File: src/rtl/keq_pkg.sv
// Shared types and constants for the key event queue with auto release.
// Used by the controller, the datapath and the top level; depends on nothing.
`timescale 1ns / 1ps

package keq_pkg;

  localparam int unsigned CodeWidth    = 8;
  localparam int unsigned TimeWidth    = 32;
  localparam int unsigned TimeoutWidth = 16;
  localparam int unsigned EventWidth   = CodeWidth + 1;

  localparam logic [TimeoutWidth-1:0] TimeoutReset = 16'd250;

  localparam logic CmdArrive = 1'b0;
  localparam logic CmdGet    = 1'b1;

  typedef struct packed {
    logic                 cmd;
    logic [CodeWidth-1:0] key_code;
    logic [TimeWidth-1:0] now_ms;
  } in_item_t;

  typedef struct packed {
    logic                 has_event;
    logic                 is_press;
    logic [CodeWidth-1:0] event_key;
  } out_item_t;

  // Commands from the controller to the datapath.
  typedef struct packed {
    logic load;
    logic arrive;
    logic scan_step;
    logic pop_read;
    logic pop_emit;
  } ctrl_t;

  // Status from the datapath to the controller.
  typedef struct packed {
    logic scan_last;
  } status_t;

endpackage

File: src/rtl/keq_controller.sv
// Sequencer for the key event queue: arrival, key scan and pop.
// Depends on keq_pkg for the command and status structs.
`timescale 1ns / 1ps

module keq_controller (
  input  logic            clk,
  input  logic            rst,
  input  logic            start,
  input  logic            cmd,
  input  keq_pkg::status_t status,
  output keq_pkg::ctrl_t   ctrl,
  output logic            busy
);

  localparam logic [2:0] StIdle   = 3'd0;
  localparam logic [2:0] StArrive = 3'd1;
  localparam logic [2:0] StScan   = 3'd2;
  localparam logic [2:0] StTail   = 3'd3;
  localparam logic [2:0] StPopRd  = 3'd4;
  localparam logic [2:0] StPop    = 3'd5;

  logic [2:0] state;
  logic [2:0] state_next;

  always_ff @(posedge clk) begin
    if (rst) begin
      state <= StIdle;
    end else begin
      state <= state_next;
    end
  end

  always_comb begin
    state_next = state;
    ctrl       = '0;
    unique case (state)
      StIdle: begin
        if (start) begin
          ctrl.load  = 1'b1;
          state_next = (cmd == keq_pkg::CmdGet) ? StScan : StArrive;
        end
      end
      StArrive: begin
        ctrl.arrive = 1'b1;
        state_next  = StIdle;
      end
      StScan: begin
        ctrl.scan_step = 1'b1;
        if (status.scan_last) begin
          state_next = StTail;
        end
      end
      // The last key is evaluated here, in the cycle after its memory read.
      StTail: begin
        state_next = StPopRd;
      end
      StPopRd: begin
        ctrl.pop_read = 1'b1;
        state_next    = StPop;
      end
      StPop: begin
        ctrl.pop_emit = 1'b1;
        state_next    = StIdle;
      end
      default: begin
        state_next = StIdle;
      end
    endcase
  end

  assign busy = (state != StIdle);

endmodule

File: config.mk
export PLATFORM = sky130hd
export DESIGN_NAME = keq_controller
export DESIGN_NICKNAME = d
export VERILOG_FILES = /design/src/rtl/keq_pkg.sv /design/src/rtl/keq_controller.sv
export SDC_FILE = /design/constraint.sdc
export NUM_CORES = 1
export LEC_CHECK = 0
export ABC_AREA = 1
export BUFFER_PORTS_ARGS = -buffer_cell sky130_fd_sc_hd__buf_2
export CORE_AREA = 2 2 39 41
export DETAILED_ROUTE_END_ITERATION = 12
export DIE_AREA = 0 0 41 43
export HOLD_SLACK_MARGIN = 0.1
export SLEW_MARGIN = 10
export SYNTH_ARGS = -nofsm -noshare
export SYNTH_HDL_FRONTEND = slang
export SYNTH_SLANG_ARGS = --single-unit
export TNS_END_PERCENT = 100
File: constraint.sdc
create_clock -name clk -period 2.3 [get_ports clk]
set_input_delay 0.115 -clock clk [delete_from_list [all_inputs] [get_ports clk]]
set_output_delay 0.115 -clock clk [all_outputs]
set_load 0.01 [all_outputs]
==> results of run 1 <==
[layout by cell type, fill, tap and decap left out]
| cell type | instances |
|---|---|
| nand2_1 | 6 |
| nor2_1 | 6 |
| dfxtp_1 | 3 |
| clkbuf_1 | 1 |
| nor2_2 | 2 |
| a21oi_1 | 2 |
| nand2_2 | 1 |
| buf_2 | 10 |
| inv_1 | 4 |
| clkbuf_4 | 3 |
| dlygate4sd3_1 | 1 |
| nor2_4 | 1 |
| nor3_2 | 1 |
| nand3_1 | 3 |
| inv_2 | 2 |
[area by class of cell]
class	instances	share of cell area, %
clock buffers	4	8.79
inverters	6	7.53
multi-input cells	22	36.8
flip-flops and latches	3	20.1
repair buffers	11	20.1
well taps	16	6.69
[through the flow]
step	total power [uW]	setup slack, ns
global placement	144	1.33
finish	236	1.13
global route	265	1.04
detailed placement	146	1.30
CTS	244	1.09
floorplan	120	1.39
[kinds of logic after synthesis]
kind of cell           count (synthesis)
and+or+nand+nor                       20
DFF                                    3
buffers and inverters                  6
AOI/OAI and AO/OA                      2
[worst min-delay path: stages]
cell,delay [ns]
buf_2,0.08
nor2_2,0.04
a21oi_1,0.11
nor2_1,0.05
[final timing paths]
path | from | endpoint | depth (start not counted)
worst min-delay path | status | state[1] | 4
worst min register to register | state[0] | state[2] | 2
worst max-delay path | state[2] | ctrl[1] | 3
worst max register to register | state[1] | state[0] | 7
[report_power, final]
group | internal [uW] | leakage [uW] | switching (uW) | total, uW
clock | 64.9 | 0.0000150 | 25.9 | 90.8
combinational | 31.7 | 0.000130 | 45.4 | 77.1
sequential | 58.9 | 0.0000246 | 8.82 | 67.7
[per-layer routing]
layer | share of wire, % | vias to the layer above | track usage (%)
li1 | - | 123 | -
met1 | 35 | 94 | 5.43
met2 | 60 | 5 | 10.6
met3 | 4.7 | 0 | 3.14
met4 | 0 | 0 | 10.0
met5 | 0 | - | 0
[what timing repair did]
action	CTS	global route
setup buffers	0	0
hold buffers	1	0
endpoints found under the hold margin	3	0
resized for setup	0	0
==> summary.txt, run 1 <==
Synth
  • Syn Area/Cell: 6.22 um2
  • Post-Synth Simple-Gate Area: roughly 52%
  • Post-synthesis adder-cell area fraction: 0%
  • Share of Yosys cell area claimed by the top area cell type: 31.2%
  • Main combinational cell family by area after synthesis: simple AND/OR/NAND/NOR gates
  • XOR/XNOR share of the synthesized area: 0%
  • Ys Warns: 0
  • Netlist cell types: 11
  • Synth Flop Type: dfxtp_1
  • Top cells by area, synth: dfxtp_1, nand2_1, nor2_1, nand3_1, inv_1
  • Post-synth top cells: nand2_1, nor2_1, inv_1
  • Dominant cell type by area after synthesis: dfxtp_1
  • Synthesized flop and latch total: 3
  • Number of synthesized flops with an enable pin: 0
  • Synth Net Count: 36
  • Sequential area share after synthesis: around 31%
  • Compound-Gate Fraction of Synth Area: 5.19%
  • Synth Cell Area: 193 um2
  • Mux share of post-synthesis cell area: 0%
  • Synth async-reset ratio: 0%
  • Mapped Cells: 31

Worst setup path
  • Reg2Reg Setup Slack: 1.30 ns
  • Crit-path slowest cell: dfxtp_1
  • CP startpoint kind: flop
  • Worst setup EP type: output port
  • Critical path, cell by cell: inv_2 > nor3_2 > buf_2
  • Arrival time worst endpoint: 1.05 ns
  • Crit path max fanout: 6
  • Delay-heaviest family, CP: flip-flops
  • Worst EP required: 2.18 ns
  • Critical path class: reg2out
  • Slowest Stage Delay on Critical Path: 0.41 ns
  • WP buf/inv: 2

Finish
  • Util after Layout: 21.6%
  • Fillers: 165
  • Ant. Diodes: 0
  • P&R area growth vs syn: 55.2%
  • Layout cells sized above 1: between 40% and 50%
  • Final non-filler cell total: 62
  • Final Net Count: 52
  • Max reg flops: 3
  • Regs by FF count: state (3)
  • Seq. cell area: 60.1 um2
  • Largest reg by FF count: state
  • Area of the multi-input gates: 110 um2
  • Finished layout cell area: 299 um2

Run
  • Max Cap Viol: 0

Route
  • Wirelength, routed: 464 um
  • Residual DRC: 0
  • Routed wire per std cell: 7.48 um
  • Initial DRT Pass Iterations: 2
  • Via Count: between 200 and 250
  • DRT iter0 DRCs: 1
  • ANT nets after route: 0
  • Vias per cell: ~3.6

STA
  • Worst slew margin: 86.7%
  • Final TNS setup: 0 ns
  • Hold WS: 0.206 ns
  • Endpoints failing hold: 0
  • Fin crit share: roughly half
  • Measured slew at the worst slew-check pin: 0.200 ns
  • RSZ-0062 raised after global routing: no
  • Fmax: 0.856 GHz
  • Slew Limit Fails: 0
  • Min cycle time layout: 1.17 ns
  • Skew final: 0.00303 ns
  • Setup violators final: 0

Floorplanning
  • DIE AREA: 0.00176 mm2
  • Row Count: 14
  • Die Y: 43 um
  • I/O Pins: 11
  • Initial Utilization: 13.9%
  • Die X: around 41 um
  • Core box area: about 0.0014 mm2

Clock tree
  • Num Clock Sinks: 3
  • Clk Latency, worst-skew pair: 0.23 ns
  • Clk slew on worst S/H paths: 0.04 ns
  • Clock buffer count from CTS: 3
  • H-tree depth: 1
  • Clk root buf: clkbuf_4
  • CTS max path bufs: 2
  • CTS tree: built

Power
  • VDD IR max: about 0.14 mV
  • Leak Pwr: between 0.00015 and 0.0002 uW
  • Power Dens Cells: between 700 and 800 mW/mm2

GRT
  • Largest net degree at the start of global routing: 7
  • Initial antenna violation count: 0
  • Vias in the first global route: 207
  • First-pass GRT wire length: 759 um
  • Grt ovf: 0
  • Tot GR Track Use: between 7 and 8%

Placement
  • DP Area: 263 um2
  • Port bufs: 10
  • Dpl cells: 57
  • Final GP Congestion: 0.655
  • HPWL Detailed: 405 um

Status
  • Status: finished, final reports clean

Min path
  • Worst Hold Class: in2reg
Note: power is estimated with default switching activity, not from simulation.
==> run 2, diff against run 1 <==
==> constraint.sdc (replaced) <==
create_clock -name clk -period 1.1 [get_ports clk]
set_input_delay 0.055 -clock clk [delete_from_list [all_inputs] [get_ports clk]]
set_output_delay 0.055 -clock clk [all_outputs]
set_load 0.01 [all_outputs]
==> run 2 against run 1 <==
  * Design area up 2.9%
  * Highest routed layer unchanged
  * Critical path depth rose by 2
  * Global-route usage shrank 0.30 points
  * Wire length fell by 1.1%
  * First-iteration DRC count is the same
  * Clock-buffer cell count did not move
  * Largest power group unchanged
==> summary.txt, run 2 (same netlist as run 1, synthesis figures left out) <==
Clock tree
  • CTS tree: built (unchanged)
  • H-tree depth: 1 (unchanged)
  • Clk slew on worst S/H paths: 0.03 ns (was 0.04 ns)
  • Clock buffer count from CTS: 3 (unchanged)
  • CTS max path bufs: 2 (unchanged)
  • Clk root buf: clkbuf_4 (unchanged)
  • Num Clock Sinks: 3 (unchanged)
  • Setup Buffers After CTS: 0 (unchanged)
  • Clk Latency, worst-skew pair: 0.23 ns (about the same)

Worst setup path
  • CP endpoint: ctrl[2] (was ctrl[1])
  • Delay-heaviest family, CP: flip-flops (unchanged)
  • Worst setup EP type: output port (unchanged)
  • RR Endpoint: state[0] (unchanged)
  • Critical path class: reg2out (unchanged)
  • Slowest Stage Delay on Critical Path: 0.37 ns (was 0.41 ns)
  • Critical path depth: 5 (was 3)
  • Arrival time worst endpoint: 1.00 ns (was 1.05 ns)
  • CP startpoint: state[1] (was state[2])
  • WP buf/inv: 3 (was 2)
  • RR Startpoint: state[1] (unchanged)
  • Worst EP required: 1.04 ns (was 2.18 ns)
  • Crit-path slowest cell: dfxtp_2 (was dfxtp_1)
  • FF-to-FF path depth: 7 (unchanged)
  • CP startpoint kind: flop (unchanged)
  • Reg2Reg Setup Slack: 0.12 ns (was 1.30 ns)
  • Crit path max fanout: 4 (was 6)
  • Critical path, cell by cell: inv_2 > nor2_4 > nand2_2 > inv_1 > buf_2 (was inv_2 > nor3_2 > buf_2)

STA
  • PnR worst setup slack: 0.0469 ns (was 1.13 ns)
  • Fmax: 0.950 GHz
  • Slew Limit Fails: 0 (unchanged)
  • Setup violators final: 0 (unchanged)
  • Fin crit share: 95.7%
  • Measured slew at the worst slew-check pin: 0.168 ns (was 0.200 ns)
  • Worst slew margin: 88.7% (was 86.7%)
  • Min cycle time layout: 1.05 ns
  • RSZ-0062 raised after global routing: yes (was no)
  • Endpoints failing hold: 0 (unchanged)
  • Skew final: 0.00104 ns (was 0.00303 ns)

Route
  • Via Count: 227 (was 222)
  • ANT nets after route: 0 (unchanged)
  • Wirelength, routed: 459 um (was 464 um)
  • Routed wire per std cell: 7.40 um (was 7.48 um)
  • Initial DRT Pass Iterations: 4 (was 2)
  • Vias per cell: 3.66 (was 3.58)
  • DRT iter0 DRCs: 1 (unchanged)
  • Residual DRC: 0 (unchanged)

Min path
  • Hold_sp: status (unchanged)
  • Worst Hold Class: in2reg (unchanged)

Placement
  • Dpl ws: 0.0798 ns (was 1.30 ns)
  • Dpl cells: 57 (unchanged)
  • Port bufs: 10 (unchanged)
  • DP Area: 263 um2 (unchanged)
  • HPWL Detailed: 421 um (was 405 um)
  • Final GP Congestion: 0.657 (was 0.655)

Power
  • Power Dens Cells: 1630 mW/mm2 (was 788 mW/mm2)
  • Leak Pwr: 0.000172 uW (was 0.000169 uW)
  • Pwr Total: 503 uW (was 236 uW)
  • VDD IR max: 0.309 mV (was 0.145 mV)

GRT
  • First-pass GRT wire length: 759 um (unchanged)
  • Vias in the first global route: 224 (was 207)
  • Met3 GRT Util: 3.14% (unchanged)
  • Grt ovf: 0 (unchanged)
  • Largest net degree at the start of global routing: 7 (unchanged)
  • Met2 Use GR: 11.9% (was 10.6%)
  • Initial antenna violation count: 0 (unchanged)
  • Tot GR Track Use: 6.91% (was 7.21%)
  • Met1 Use GR: 5.11% (was 5.43%)
  • GRT busiest layer: met2 (unchanged)

Finish
  • Max reg flops: 3 (unchanged)
  • Util after Layout: 22.2% (was 21.6%)
  • Finished layout cell area: 308 um2 (was 299 um2)
  • Commonest non-fill, non-tap cells in the layout: buf_2, nand2_1, nor2_1 (unchanged)
  • Layout cells sized above 1: 50.0% (was 43.5%)
  • Fillers: 160 (was 165)
  • Regs by FF count: state (3) (unchanged)
  • Final non-filler cell total: 62 (unchanged)
  • P&R area growth vs syn: 59.7% (was 55.2%)
  • Final Net Count: 52 (unchanged)
  • Ant. Diodes: 0 (unchanged)
  • Most common cell after layout, fill and taps aside: buf_2 (unchanged)
  • Largest reg by FF count: state (unchanged)

Floorplanning
  • Die Y: 43 um (unchanged)
  • Row Count: 14 (unchanged)
  • Core box area: 0.00138 mm2 (unchanged)
  • DIE AREA: 0.00176 mm2 (unchanged)
  • Initial Utilization: 13.9% (unchanged)
  • I/O Pins: 11 (unchanged)
  • Die X: 41 um (unchanged)

Status
  • Status: finished, final reports clean (unchanged)

Run
  • Max Cap Viol: 0 (unchanged)
run 2: cell counts in the layout (fill, tap and decap cells not counted):
Identical to the previous run, type by type.
run 2: worst min path at each step:
stage,to,slack (ns),depth (start not counted)
2_1_floorplan,state[0],0.13,1
4_1_cts,state[1],0.13,4
3_5_place_dp,state[1],0.26,2
5_1_grt,state[1],0.16,4
3_3_place_gp,state[0],0.25,2
6_report,state[1],0.13,4
run 2: worst min-delay path, cell delays in order:
cell and delay [ns]:
buf_2 0.08, nor2_2 0.04, a21oi_1 0.10, nor2_1 0.04
run 2: report_power, final:
group | leakage (uW) | internal, uW | switching (uW)
Sequential | 0.0000258 | 126 | 22.5
Combinational | 0.000131 | 70.5 | 95.5
Clock | 0.0000150 | 136 | 52.1
Total | 0.000172 | 332 | 170
run 2: timing repair:
item,CTS,global route
hold endpoints to repair,3,0
setup endpoints to repair,3,2
resized for setup,2,2
pin swaps,1,0
hold buffers,1,0
run 2: final cells by class:
type / instances / area [um2] / area share (%)
clock buffer: 4 / 26.3 / 8.54
multi-input combinational: 22 / 115 / 37.4
inverter: 6 / 22.5 / 7.32
tap: 16 / 20.0 / 6.50
sequential: 3 / 63.8 / 20.7
timing repair buffer: 11 / 60.1 / 19.5
run 2: layer usage:
| metal | share of wire, % | wire (um) | up-vias |
|---|---|---|---|
| li1 | - | - | 124 |
| met4 | 0 | 0 | 0 |
| met3 | 6.8 | 31 | 0 |
| met2 | 61 | 278 | 5 |
| met5 | 0 | 0 | - |
| met1 | 32 | 148 | 98 |
run 2: through the flow:
stage | setup TNS, ns | hold slack, ns
after global routing | -0.0445 | 0.156
final | 0 | 0.134
after detailed placement | 0 | 0.255
after CTS | 0 | 0.132
after floorplan | 0 | 0.127
after global placement | 0 | 0.250
